## config.mk

```make
export PLATFORM = sky130hd
export DESIGN_NAME = ewu_blend
export DESIGN_NICKNAME = d
export VERILOG_FILES = /design/src/design/ewu_pkg.sv /design/src/design/ewu_blend.sv
export SDC_FILE = /design/constraint.sdc
export NUM_CORES = 2
export LEC_CHECK = 0
export ABC_AREA = 1
export BUFFER_PORTS_ARGS = -buffer_cell sky130_fd_sc_hd__buf_4
export CAP_MARGIN = 15
export CORE_MARGIN = 2
export CORE_UTILIZATION = 45
export DETAILED_ROUTE_END_ITERATION = 8
export MAX_ROUTING_LAYER = met4
export SLEW_MARGIN = 20
export SYNTH_ARGS = -nofsm -noshare
export SYNTH_HDL_FRONTEND = slang
export SYNTH_SLANG_ARGS = --single-unit
```

## constraint.sdc

```tcl
create_clock -name clk -period 26.1 [get_ports clk]
set_input_delay 3.915 -clock clk [delete_from_list [all_inputs] [get_ports clk]]
set_output_delay 3.915 -clock clk [all_outputs]
set_load 0.03 [all_outputs]
```

## src/design/ewu_pkg.sv

```systemverilog
// Shared constants, types and helpers for the averaged parameter update engine.
`timescale 1ns / 1ps
`default_nettype none

package ewu_pkg;

    // Store geometry. The store depth is a power of two so the index wraps by truncation.
    localparam int STORE_DEPTH = 4096;
    localparam int VALUE_WIDTH = 32;
    localparam int ADDR_W      = $clog2(STORE_DEPTH);

    // Field widths of the transaction ports and configuration registers.
    localparam int IDX_W   = 12;
    localparam int DATA_W  = 32;
    localparam int GAIN_W  = 17;
    localparam int RATE_W  = 16;
    localparam int CFG_W   = 17;
    localparam int FRAC_W  = 16;

    // Internal arithmetic widths.
    localparam int RG_W    = RATE_W + DATA_W;
    localparam int R_W     = RG_W + 1 - FRAC_W;
    localparam int STEP_W  = R_W + 1;
    localparam int TERM_W  = GAIN_W + 1 + STEP_W;
    localparam int PROD_W  = VALUE_WIDTH + GAIN_W + 1;
    localparam int SUM_W   = ((PROD_W > TERM_W) ? PROD_W : TERM_W) + 1;
    localparam int AVG_W   = SUM_W - FRAC_W;

    localparam int ROUND_HALF = 32768;

    localparam logic [GAIN_W-1:0] GAIN_ONE    = 17'h10000;
    localparam logic [GAIN_W-1:0] THETA_RESET = 17'd58982;
    localparam logic [RATE_W-1:0] RATE_RESET  = 16'd655;

    localparam logic signed [VALUE_WIDTH-1:0] VALUE_MAX = {1'b0, {(VALUE_WIDTH - 1){1'b1}}};
    localparam logic signed [VALUE_WIDTH-1:0] VALUE_MIN = {1'b1, {(VALUE_WIDTH - 1){1'b0}}};

    typedef enum logic {
        REG_THETA_GAIN    = 1'b0,
        REG_LEARNING_RATE = 1'b1
    } cfg_reg_t;

    typedef struct packed {
        logic [GAIN_W-1:0] theta;
        logic [RATE_W-1:0] rate;
    } gain_cfg_t;

    typedef struct packed {
        logic                     valid;
        logic [IDX_W-1:0]         idx;
        logic                     first;
        logic signed [TERM_W-1:0] term;
    } blend_item_t;

    typedef struct packed {
        logic                   en;
        logic [ADDR_W-1:0]      addr;
    } ram_rd_t;

    typedef struct packed {
        logic                   en;
        logic [ADDR_W-1:0]      addr;
        logic [VALUE_WIDTH-1:0] data;
    } ram_wr_t;

    // Parameter index to store address; wraps modulo the store depth.
    function automatic logic [ADDR_W-1:0] store_addr(input logic [IDX_W-1:0] idx);
        return ADDR_W'(idx);
    endfunction

endpackage

`default_nettype wire

```

## src/design/ewu_blend.sv

```systemverilog
// Blend stage: averages with the stored value, saturates, writes back and holds the result.
`timescale 1ns / 1ps
`default_nettype none

module ewu_blend (
    input  logic                                  clk,
    input  logic                                  rst_n,
    input  ewu_pkg::blend_item_t                  s3_item,
    input  ewu_pkg::gain_cfg_t                    gains,
    input  logic [ewu_pkg::VALUE_WIDTH-1:0]       rd_data,
    output logic                                  s3_take,
    output ewu_pkg::ram_wr_t                      wr_req,
    output logic                                  out_valid,
    input  logic                                  out_stall,
    output logic [ewu_pkg::IDX_W-1:0]             result_index,
    output logic signed [ewu_pkg::DATA_W-1:0]     new_value,
    output logic                                  saturated
);

    import ewu_pkg::*;

    logic                          out_valid_reg, last_valid_reg;
    logic [IDX_W-1:0]              result_index_reg;
    logic signed [DATA_W-1:0]      new_value_reg;
    logic                          saturated_reg;
    logic [ADDR_W-1:0]             last_addr_reg;
    logic signed [VALUE_WIDTH-1:0] last_avg_reg;

    logic [ADDR_W-1:0]             addr3;
    logic                          fwd_hit, sat_next;
    logic signed [VALUE_WIDTH-1:0] old_val, avg_sat;
    logic signed [SUM_W-1:0]       theta_ext, old_ext, term_ext, prod, sum;
    logic signed [AVG_W-1:0]       avg_full, max_ext, min_ext;

    assign s3_take = s3_item.valid && (!out_valid_reg || !out_stall);
    assign addr3   = store_addr(s3_item.idx);

    // The write of the previous transaction lands in the same cycle as this read,
    // so the latest written average for the address is taken from the bypass register.
    assign fwd_hit = last_valid_reg && (last_addr_reg == addr3);

    always_comb
    begin
        if (s3_item.first)
        begin
            old_val = '0;
        end
        else if (fwd_hit)
        begin
            old_val = last_avg_reg;
        end
        else
        begin
            old_val = $signed(rd_data);
        end
    end

    assign theta_ext = SUM_W'($signed({1'b0, gains.theta}));
    assign old_ext   = SUM_W'(old_val);
    assign term_ext  = SUM_W'($signed(s3_item.term));
    assign prod      = theta_ext * old_ext;
    assign sum       = prod + term_ext;
    assign avg_full  = sum[SUM_W-1:FRAC_W];
    assign max_ext   = AVG_W'(VALUE_MAX);
    assign min_ext   = AVG_W'(VALUE_MIN);

    always_comb
    begin
        if (avg_full > max_ext)
        begin
            avg_sat  = VALUE_MAX;
            sat_next = 1'b1;
        end
        else if (avg_full < min_ext)
        begin
            avg_sat  = VALUE_MIN;
            sat_next = 1'b1;
        end
        else
        begin
            avg_sat  = VALUE_WIDTH'(avg_full);
            sat_next = 1'b0;
        end
    end

    always_ff @(posedge clk or negedge rst_n)
    begin
        if (!rst_n)
        begin
            out_valid_reg  <= 1'b0;
            last_valid_reg <= 1'b0;
        end
        else
        begin
            out_valid_reg <= s3_take || (out_valid_reg && out_stall);
            if (s3_take)
            begin
                last_valid_reg <= 1'b1;
            end
        end
    end

    always_ff @(posedge clk)
    begin
        if (s3_take)
        begin
            result_index_reg <= s3_item.idx;
            new_value_reg    <= DATA_W'(avg_sat);
            saturated_reg    <= sat_next;
            last_addr_reg    <= addr3;
            last_avg_reg     <= avg_sat;
        end
    end

    assign wr_req.en   = s3_take;
    assign wr_req.addr = addr3;
    assign wr_req.data = avg_sat;

    assign out_valid    = out_valid_reg;
    assign result_index = result_index_reg;
    assign new_value    = new_value_reg;
    assign saturated    = saturated_reg;

endmodule

`default_nettype wire

```

==> impl_metrics.py <==
metrics = {
    "sta": {
        "maxSlewViolCount": 0,
        "worst_pin_slew_ns": 0.997,
        "max_freq_mhz": 58.1,
        "setup_tns_ns": 0,
        "period_share_pct": 65.9,
        "skew_ns": 0.0131,
        "fin_crit_ns": 17.21,
        "rsz0062_at_grt": "false",
        "hold_viol": 0,
        "max_slew_margin_pct": 33.4,
        "setup_viol": 0,
    },
    "floorplan": {
        "core_mm2": 0.0527,
        "ios": 226,
        "die_y_um": 235,
        "die_w_um": 235,
        "die-area_mm2": 0.0552,
        "initial_core_util_pct": 45.6,
        "rows": 84,
    },
    "setup_path": {
        "required_ns": 22.18,
        "path_class": "input port to output pin",
        "crit_fanout": 32,
        "critical_path_arrival_ns": 13.30,
        "worst_path_max_delay_cell": "inv_1",
        "cp_slowest_stage_delay_ns": 0.66,
        "critPathCaptureType": "output pin",
        "r2r_cells": 34,
        "setup.worst_path.start_class": "input port",
    },
    "placed_design": {
        "dp_cells": 3784,
        "dp.final_hpwl_mm": 62.1,
        "gp_congestion": 0.920,
        "portBuffers": 209,
    },
    "clocking": {
        "numCtsBuffers": 5,
        "cts_tree": "done",
        "clkLatencyLatePin_ns": 0.33,
        "root_buffer": "clkbuf_16",
        "cts.sinks": 47,
        "cts-htree-levels": 2,
        "post_cts_buffers": 0,
        "clk_pin_slew_worst_paths_ns": 0.08,
        "cts_resized": 0,
        "hold_buffers": 0,
        "clk_path_buf_depth": 2,
    },
    "global_routing": {
        "antenna_found_initial": 0,
        "overflow": 0,
        "grt_usage_pct": 28.5,
        "grt_pass1_vias": 20800,
        "grt_pass1_wl_mm": 117,
        "grt_start_max_net_pins": 34,
    },
    "final_layout": {
        "layout.cells.non_filler": 3793,
        "syn_to_final_growth_pct": 9.43,
        "largest_register_ffs": 32,
        "finalNetCount": 3946,
        "layout-drive-gt1-share_pct": 11.7,
    },
    "run_status": {
        "status": "complete, no violations",
    },
    "synth": {
        "synthArstFlopShare_pct": 4.26,
        "ys_types": 43,
        "yosys_warnings": 0,
        "syn_area_mm2": 0.0240,
        "syn_inst": 2962,
        "syn-mean-instance-area_um2": 8.10,
        "synth_top_flop_cell": "edfxtp_1",
        "ys_seq_elements": 47,
        "synth-edff-count": 45,
        "syn_nets": 3805,
        "synth_seq_area_share_pct": 5.84,
    },
    "job": {
        "maxCapViolations": 0,
    },
    "detailed_routing": {
        "drc": 0,
        "vias_per_cell": 5.05,
        "drtPass1Iterations": 5,
        "drt-initial-drc-count": 1236,
        "drt_wl_total_mm": 73.9,
        "vias": 19100,
        "wire_per_inst_um": 19.5,
        "drtAntennaViolNets": 0,
    },
    "min_path": {
        "hold_depth": 1,
        "hp-class": "register to register",
    },
}
-- cell families (layout without fill, tap and decap cells) --
family | count (synthesis) | in the layout | share of synthesized area (%)
and+or+nand+nor | 972 | 972 | 17.0
DFF | 47 | 47 | 5.84
AOI/OAI and AO/OA | 171 | 171 | 4.02
other | 0 | 1 | 0
xor gates and xnor gates | 37 | 37 | 1.35
buffers and inverters | 1026 | 1168 | 16.6
adders and majority gates | 709 | 709 | 55.2
-- layout by cell type (no fill, tap or decap), types with 44 or more instances in the layout --
cell        n
nand2_2    48
inv_1     917
a21oi_1    88
edfxtp_1   45
nand3_1    44
or2_2      60
fa_1      581
ha_1      128
buf_4     229
nor2_1    398
nand2_1   392
-- worst paths after layout --
check | start | end | slack [ns]
min | last_valid_reg | last_valid_reg | 0.48
min reg2reg | last_valid_reg | last_valid_reg | 0.48
max in group asynchronous | rst_n | last_valid_reg | 22.66
min in group asynchronous | rst_n | out_valid | 3.36
max reg2reg | last_addr_reg[1] | last_avg_reg[17] | 16.35
max | s3_item[62] | wr_req[17] | 8.89
-- stage by stage --
step | area (µm²) | hold slack, ns | util (%) | setup slack (ns)
2_1_floorplan | 24000 | 0.440 | - | 11.18
3_3_place_gp | 26100 | 0.466 | 49.6 | 8.94
3_5_place_dp | 26100 | 0.467 | 49.6 | 8.92
4_1_cts | 26200 | 0.486 | 49.8 | 8.90
5_1_grt | 26200 | 0.523 | 49.8 | 8.31
6_report | 26200 | 0.480 | 49.8 | 8.89
-- area by class of cell --
class	count	area [µm²]
Clock inverter	3	27.5
Tap cell	688	861
Inverter	931	3490
Multi-Input combinational cell	1889	18600
Timing Repair Buffer	229	1720
Fill cell	5178	26400
Sequential cell	47	1400
Antenna cell	1	2.50
Clock buffer	5	125
-- cells in the mapped netlist, types with 2 or more instances --
cell type,instances,share of area [%]
a211oi_1,2,0.063
a21o_1,3,0.094
a21oi_1,89,1.9
a21oi_2,2,0.073
a31oi_1,13,0.34
buf_1,3,0.047
buf_12,4,0.33
buf_4,13,0.41
buf_6,2,0.094
clkbuf_1,73,1.1
clkinv_1,12,0.19
dfrtp_1,2,0.21
edfxtp_1,45,5.6
fa_1,581,48
ha_1,128,6.7
inv_1,917,14
inv_2,2,0.031
nand2_1,392,6.1
nand2_2,48,1.3
nand2_4,3,0.14
nand3_1,44,0.92
nand3_2,5,0.21
nand4_1,3,0.078
nor2_1,398,6.2
nor2_4,3,0.14
nor3_1,13,0.27
o211a_1,3,0.13
o211ai_1,2,0.063
o21a_1,7,0.22
o21ai_0,41,0.86
o221ai_1,2,0.073
o31ai_1,2,0.063
or2_2,60,1.6
xnor2_1,13,0.47
xor2_1,24,0.88
-- per-layer routing --
layer | vias to the layer above | part of all wire (%) | track usage (%)
met3 | 156 | 6.6 | 3.95
li1 | 8608 | - | -
met5 | - | 0 | -
met4 | 0 | 4.2 | 10.2
met1 | 9660 | 42 | 37.1
met2 | 713 | 47 | 45.8
-- critical path, delay by kind of cell --
kind            cells  cell delay (ns)
compound gates      4             1.09
fa+ha+maj           7             3.46
buf+inv             9             1.80
simple gates       16             3.01
Power is left out: the tool's default activity adds up to more than one toggle a clock period on the data nets, which glitch-free logic cannot reach.
