<file path="src/design/ewu_pkg.sv">
// Shared constants, types and helpers for the averaged parameter update engine.
`timescale 1ns / 1ps
`default_nettype none

package ewu_pkg;

    // Store geometry. The store depth is a power of two so the index wraps by truncation.
    localparam int STORE_DEPTH = 4096;
    localparam int VALUE_WIDTH = 32;
    localparam int ADDR_W      = $clog2(STORE_DEPTH);

    // Field widths of the transaction ports and configuration registers.
    localparam int IDX_W   = 12;
    localparam int DATA_W  = 32;
    localparam int GAIN_W  = 17;
    localparam int RATE_W  = 16;
    localparam int CFG_W   = 17;
    localparam int FRAC_W  = 16;

    // Internal arithmetic widths.
    localparam int RG_W    = RATE_W + DATA_W;
    localparam int R_W     = RG_W + 1 - FRAC_W;
    localparam int STEP_W  = R_W + 1;
    localparam int TERM_W  = GAIN_W + 1 + STEP_W;
    localparam int PROD_W  = VALUE_WIDTH + GAIN_W + 1;
    localparam int SUM_W   = ((PROD_W > TERM_W) ? PROD_W : TERM_W) + 1;
    localparam int AVG_W   = SUM_W - FRAC_W;

    localparam int ROUND_HALF = 32768;

    localparam logic [GAIN_W-1:0] GAIN_ONE    = 17'h10000;
    localparam logic [GAIN_W-1:0] THETA_RESET = 17'd58982;
    localparam logic [RATE_W-1:0] RATE_RESET  = 16'd655;

    localparam logic signed [VALUE_WIDTH-1:0] VALUE_MAX = {1'b0, {(VALUE_WIDTH - 1){1'b1}}};
    localparam logic signed [VALUE_WIDTH-1:0] VALUE_MIN = {1'b1, {(VALUE_WIDTH - 1){1'b0}}};

    typedef enum logic {
        REG_THETA_GAIN    = 1'b0,
        REG_LEARNING_RATE = 1'b1
    } cfg_reg_t;

    typedef struct packed {
        logic [GAIN_W-1:0] theta;
        logic [RATE_W-1:0] rate;
    } gain_cfg_t;

    typedef struct packed {
        logic                     valid;
        logic [IDX_W-1:0]         idx;
        logic                     first;
        logic signed [TERM_W-1:0] term;
    } blend_item_t;

    typedef struct packed {
        logic                   en;
        logic [ADDR_W-1:0]      addr;
    } ram_rd_t;

    typedef struct packed {
        logic                   en;
        logic [ADDR_W-1:0]      addr;
        logic [VALUE_WIDTH-1:0] data;
    } ram_wr_t;

    // Parameter index to store address; wraps modulo the store depth.
    function automatic logic [ADDR_W-1:0] store_addr(input logic [IDX_W-1:0] idx);
        return ADDR_W'(idx);
    endfunction

endpackage

`default_nettype wire

</file>
<file path="src/design/ewu_step_pipe.sv">
// Front pipeline: rate product, rounded descent step, and the weighted step term.
`timescale 1ns / 1ps
`default_nettype none

module ewu_step_pipe (
    input  logic                                clk,
    input  logic                                rst_n,
    input  logic                                in_valid,
    output logic                                in_stall,
    input  logic [ewu_pkg::IDX_W-1:0]           param_index,
    input  logic signed [ewu_pkg::DATA_W-1:0]   param_value,
    input  logic signed [ewu_pkg::DATA_W-1:0]   gradient,
    input  logic                                first_pass,
    input  ewu_pkg::gain_cfg_t                  gains,
    input  logic                                s3_take,
    output ewu_pkg::blend_item_t                s3_item,
    output ewu_pkg::ram_rd_t                    rd_req
);

    import ewu_pkg::*;

    logic                     s1_valid_reg, s2_valid_reg, s3_valid_reg;
    logic [IDX_W-1:0]         s1_idx_reg, s2_idx_reg, s3_idx_reg;
    logic                     s1_first_reg, s2_first_reg, s3_first_reg;
    logic signed [DATA_W-1:0] s1_value_reg;
    logic signed [RG_W-1:0]   s1_rg_reg;
    logic signed [STEP_W-1:0] s2_step_reg;
    logic signed [TERM_W-1:0] s3_term_reg;

    logic                     accept, s1_move, s2_move, s1_ready, s2_ready, s3_ready;
    logic signed [RG_W-1:0]   rate_ext, grad_ext, rg_next;
    logic signed [RG_W:0]     rg_sum;
    logic signed [R_W-1:0]    r_val;
    logic signed [STEP_W-1:0] step_next;
    logic [GAIN_W-1:0]        one_minus;
    logic signed [TERM_W-1:0] gain_ext, step_ext, term_next;

    // Each stage advances when the slot ahead of it is empty or emptying.
    assign s3_ready = !s3_valid_reg || s3_take;
    assign s2_move  = s2_valid_reg && s3_ready;
    assign s2_ready = !s2_valid_reg || s2_move;
    assign s1_move  = s1_valid_reg && s2_ready;
    assign s1_ready = !s1_valid_reg || s1_move;
    assign in_stall = !s1_ready;
    assign accept   = in_valid && s1_ready;

    assign rate_ext = {{(RG_W - RATE_W){1'b0}}, gains.rate};
    assign grad_ext = {{(RG_W - DATA_W){gradient[DATA_W-1]}}, gradient};
    assign rg_next  = rate_ext * grad_ext;

    // Round half up, then drop the gain fraction.
    assign rg_sum    = (RG_W + 1)'(s1_rg_reg) + (RG_W + 1)'(ROUND_HALF);
    assign r_val     = rg_sum[RG_W:FRAC_W];
    assign step_next = STEP_W'(s1_value_reg) - STEP_W'(r_val);

    assign one_minus = GAIN_ONE - gains.theta;
    assign gain_ext  = TERM_W'($signed({1'b0, one_minus}));
    assign step_ext  = TERM_W'(s2_step_reg);
    assign term_next = gain_ext * step_ext + TERM_W'(ROUND_HALF);

    always_ff @(posedge clk or negedge rst_n)
    begin
        if (!rst_n)
        begin
            s1_valid_reg <= 1'b0;
            s2_valid_reg <= 1'b0;
            s3_valid_reg <= 1'b0;
        end
        else
        begin
            if (s1_ready)
            begin
                s1_valid_reg <= accept;
            end
            if (s2_ready)
            begin
                s2_valid_reg <= s1_move;
            end
            if (s3_ready)
            begin
                s3_valid_reg <= s2_move;
            end
        end
    end

    always_ff @(posedge clk)
    begin
        if (accept)
        begin
            s1_idx_reg   <= param_index;
            s1_value_reg <= param_value;
            s1_first_reg <= first_pass;
            s1_rg_reg    <= rg_next;
        end
        if (s1_move)
        begin
            s2_idx_reg   <= s1_idx_reg;
            s2_first_reg <= s1_first_reg;
            s2_step_reg  <= step_next;
        end
        if (s2_move)
        begin
            s3_idx_reg   <= s2_idx_reg;
            s3_first_reg <= s2_first_reg;
            s3_term_reg  <= term_next;
        end
    end

    // The stored average is fetched as the item enters the blend stage.
    assign rd_req.en   = s2_move;
    assign rd_req.addr = store_addr(s2_idx_reg);

    assign s3_item.valid = s3_valid_reg;
    assign s3_item.idx   = s3_idx_reg;
    assign s3_item.first = s3_first_reg;
    assign s3_item.term  = s3_term_reg;

endmodule

`default_nettype wire

</file>
<file path="config.mk">
export PLATFORM = sky130hd
export DESIGN_NAME = ewu_step_pipe
export DESIGN_NICKNAME = d
export VERILOG_FILES = /design/src/design/ewu_pkg.sv /design/src/design/ewu_step_pipe.sv
export SDC_FILE = /design/constraint.sdc
export NUM_CORES = 2
export LEC_CHECK = 0
export ABC_AREA = 1
export BUFFER_PORTS_ARGS = -buffer_cell sky130_fd_sc_hd__buf_2
export CORE_UTILIZATION = 62
export CTS_BUF_LIST = sky130_fd_sc_hd__clkbuf_4 sky130_fd_sc_hd__clkbuf_8
export DETAILED_ROUTE_END_ITERATION = 6
export PLACE_DENSITY = 0.8
export SLEW_MARGIN = 0
export SYNTH_ARGS = -nofsm -noshare
export SYNTH_HDL_FRONTEND = slang
export SYNTH_SLANG_ARGS = --single-unit
</file>
<file path="constraint.sdc">
create_clock -name clk -period 7.6 [get_ports clk]
set_clock_uncertainty 0.05 [all_clocks]
set_input_delay 0.76 -clock clk [delete_from_list [all_inputs] [get_ports clk]]
set_output_delay 0.76 -clock clk [all_outputs]
set_load 0.05 [all_outputs]
</file>
==> flow_results.xml <==
<?xml version="1.0" encoding="UTF-8"?>
<metrics>
  <group name="sta">
    <metric name="grt_setup_unrepaired" unit="">no</metric>
    <metric name="slew-limit-headroom" unit="%">39.5</metric>
    <metric name="maxClockFrequency" unit="GHz">0.140</metric>
    <metric name="tightestPinTransition" unit="ps">908</metric>
    <metric name="post-route-worst-setup-slack" unit="ps">437</metric>
    <metric name="final-setup-viol-count" unit="">0</metric>
    <metric name="fin_crit_sh" unit="%">94.3</metric>
    <metric name="final_period_minus_worst_setup_slack" unit="ps">7160</metric>
    <metric name="maxSlewViolCount" unit="">0</metric>
    <metric name="final.hold.worst_slack" unit="ps">265</metric>
    <metric name="report.final.hold_viol_count" unit="">0</metric>
  </group>
  <group name="global_routing">
    <metric name="globalRouteMet1Util" unit="%">46.0</metric>
    <metric name="wire_length_of_the_first_global_routing_pass" unit="um">235000</metric>
    <metric name="grt_antenna_before_repair" unit="">6</metric>
    <metric name="use_met3" unit="%">6.56</metric>
    <metric name="grt_pass1_vias" unit="">43600</metric>
    <metric name="grt_max_degree" unit="">62</metric>
    <metric name="grt-ovfl-total" unit="">0</metric>
    <metric name="grt_util_all_layers" unit="%">38.3</metric>
    <metric name="global_route.peak_usage_layer" unit="">met2</metric>
    <metric name="grt_use_met2" unit="%">65.5</metric>
  </group>
  <group name="setup_path">
    <metric name="r2r_cells" unit="">20</metric>
    <metric name="critical_path.startpoint_type" unit="">primary input</metric>
    <metric name="criticalPathCategory" unit="">primary input to flip-flop</metric>
    <metric name="cp_slowest_stage_delay" unit="ps">570</metric>
    <metric name="arrival" unit="ps">7510</metric>
    <metric name="crit_path_end" unit="">s3_term_reg[43]</metric>
    <metric name="r2r-start" unit="">s2_step_reg[33]</metric>
    <metric name="critical_path.startpoint" unit="">gains[16]</metric>
    <metric name="cpMaxStageDelayCell" unit="">sky130_fd_sc_hd__fa_1</metric>
    <metric name="crit_path_frequent_cell" unit="">sky130_fd_sc_hd__fa_1</metric>
    <metric name="cp_data_required_time" unit="ps">7940</metric>
    <metric name="setup.worst_path.end_class" unit="">flip-flop</metric>
    <metric name="crit-reg2reg-capture" unit="">s3_term_reg[43]</metric>
    <metric name="rrSetupSlack" unit="ps">870</metric>
    <metric name="timing.critical_path.fanout_max" unit="">13</metric>
  </group>
  <group name="clock_tree">
    <metric name="cts_buffers" unit="">17</metric>
    <metric name="clock_sinks" unit="">193</metric>
    <metric name="tritoncts" unit="">built</metric>
    <metric name="max-clock-path-buffers" unit="">2</metric>
    <metric name="clock_insertion_delay_worst_skew" unit="ps">610</metric>
    <metric name="cts.root.buffer_cell" unit="">sky130_fd_sc_hd__clkbuf_8</metric>
    <metric name="htree_levels" unit="">4</metric>
    <metric name="worst_setup_hold_path_clk_slew" unit="ps">140</metric>
  </group>
  <group name="synth">
    <metric name="postSynth.asyncResetShare" unit="%">1.55</metric>
    <metric name="yosysMostFrequentCell" unit="">sky130_fd_sc_hd__inv_1</metric>
    <metric name="number_of_synthesized_register_bits" unit="">193</metric>
    <metric name="syn-cell-area" unit="mm^2">0.0492</metric>
    <metric name="number_of_synthesized_flops_with_an_enable_pin" unit="">190</metric>
    <metric name="netlist_top_cells_area" unit="">sky130_fd_sc_hd__fa_1, sky130_fd_sc_hd__inv_1, sky130_fd_sc_hd__nand2_1</metric>
    <metric name="synth.avg_cell_area" unit="um^2">7.97</metric>
    <metric name="synth_top_cell_area_share" unit="%">42.0</metric>
    <metric name="synth-warning-count" unit="">0</metric>
    <metric name="dominantRegCellSynth" unit="">sky130_fd_sc_hd__edfxtp_1</metric>
    <metric name="synthDominantAreaCellType" unit="">sky130_fd_sc_hd__fa_1</metric>
    <metric name="syn_inst" unit="">6178</metric>
    <metric name="synth_seq_area_share" unit="%">11.7</metric>
    <metric name="synthTopCellsByCount" unit="">sky130_fd_sc_hd__inv_1, sky130_fd_sc_hd__nand2_1, sky130_fd_sc_hd__fa_1</metric>
    <metric name="yosys.cell_types.count" unit="">39</metric>
    <metric name="mappedNetlistNets" unit="">7631</metric>
  </group>
  <group name="cells_and_area">
    <metric name="drive_above_1_share" unit="%">5.43</metric>
    <metric name="nets" unit="">7737</metric>
    <metric name="area_of_the_multi_input_gates" unit="mm^2">0.0361</metric>
    <metric name="max_reg_flops" unit="">52</metric>
    <metric name="fill_cell_instance_count_of_the_final_layout" unit="">6726</metric>
    <metric name="area.sequential" unit="mm^2">0.00578</metric>
    <metric name="synthToLayoutAreaGrowth" unit="%">5.56</metric>
    <metric name="post-route-cell-area" unit="mm^2">0.0520</metric>
  </group>
  <group name="floorplanning">
    <metric name="io_pins" unit="">194</metric>
    <metric name="die_w" unit="um">284</metric>
    <metric name="core" unit="mm^2">0.0780</metric>
    <metric name="start_util" unit="%">63.2</metric>
    <metric name="fp.dieH" unit="um">284</metric>
    <metric name="die_area" unit="mm^2">0.0806</metric>
    <metric name="floorplan.rows" unit="">102</metric>
  </group>
  <group name="place">
    <metric name="placedInstanceArea" unit="mm^2">0.0516</metric>
    <metric name="preCtsSetupSlack" unit="ps">-23.7</metric>
    <metric name="port_buffers" unit="">193</metric>
    <metric name="gp_routability_congestion" unit="">1.02</metric>
    <metric name="place_hpwl" unit="um">125000</metric>
  </group>
  <group name="worst_hold_path">
    <metric name="hold_crit_start" unit="">param_value[23]</metric>
    <metric name="hold_class" unit="">primary input to flip-flop</metric>
  </group>
  <group name="status">
    <metric name="run_status" unit="">finished, violations left</metric>
    <metric name="failing_checks" unit="">design-rule violations</metric>
  </group>
  <group name="drt">
    <metric name="first_pass_iters" unit="">7</metric>
    <metric name="drt.antenna.violating_nets" unit="">0</metric>
    <metric name="drtIter0Drc" unit="">3247</metric>
    <metric name="route.final.wire_length" unit="um">148000</metric>
    <metric name="detailroute.via_count" unit="">40400</metric>
    <metric name="route.detailed.wl_per_inst" unit="um">20.1</metric>
    <metric name="drt-vias-per-instance" unit="">5.50</metric>
    <metric name="drc" unit="">35</metric>
  </group>
  <group name="job">
    <metric name="max-cap-violations" unit="">0</metric>
  </group>
</metrics>
worst min path at each step:
stage                       end  cells after the start  slack, ps
2_1_floorplan      s2_first_reg                      0        350
4_1_cts        s1_value_reg[23]                      1        200
3_5_place_dp      s2_idx_reg[1]                      0        350
5_1_grt           s1_idx_reg[9]                      1        230
6_report       s1_value_reg[23]                      1        270
3_3_place_gp      s2_idx_reg[6]                      0        350
timing repair:
action / in CTS / in global routing
hold buffers: 1 / 0
resized for setup: 0 / 0
setup buffers: 0 / 0
endpoints found under the hold margin: 3 / 0
worst max-delay path: cells and delay by family:
family	cells	cell delay, ps
adder cells (fa/ha/maj)	7	3480
AND/OR/NAND/NOR	15	2300
buffers and inverters	7	780
AO/OA/AOI/OAI	1	170
layer usage:
layer	routed length [um]	vias up
met3	12700	542
met4	9260	2
li1	-	18000
met5	13	-
met1	53900	19800
met2	71700	2053
through the flow:
stage | TNS [ps] | instances | util (%)
6_report | 0 | 7342 | 66.7
3_5_place_dp | -23.7 | 7304 | 66.1
4_1_cts | 0 | 7337 | 66.7
3_3_place_gp | 0 | 7304 | 66.1
2_1_floorplan | 0 | 6178 | -
5_1_grt | 0 | 7338 | 66.7
logic make-up after synthesis:
kind of cell | count (synthesis) | synth area share, %
AND/OR/NAND/NOR | 2294 | 18.4
buffers and inverters | 1956 | 15.0
flip-flops | 193 | 11.7
XOR/XNOR | 111 | 1.97
AO/OA/AOI/OAI | 285 | 3.08
adder cells (fa/ha/maj) | 1339 | 49.8
placed cells by master (no fill, tap or decap), types with 81 or more instances in the layout:
cell type	count
sky130_fd_sc_hd__ha_1	305
sky130_fd_sc_hd__edfxtp_1	190
sky130_fd_sc_hd__fa_1	1034
sky130_fd_sc_hd__o21ai_0	92
sky130_fd_sc_hd__a21oi_1	154
sky130_fd_sc_hd__nand2_1	1606
sky130_fd_sc_hd__buf_2	193
sky130_fd_sc_hd__nand3_1	156
sky130_fd_sc_hd__inv_1	1749
sky130_fd_sc_hd__nor2_1	421
sky130_fd_sc_hd__buf_4	81
sky130_fd_sc_hd__xor2_1	81
final cells by class:
type	instances	area share [%]
antenna	5	0.0241
timing repair buffer	287	3.51
inverter	1756	12.7
sequential	193	11.1
clock buffer	18	0.464
tap	1040	2.50
clock inverter	14	0.277
multi-input combinational	4029	69.4
Power is not shown: default switching activity piles up to over one toggle a cycle in this logic, so the estimate is an artifact.
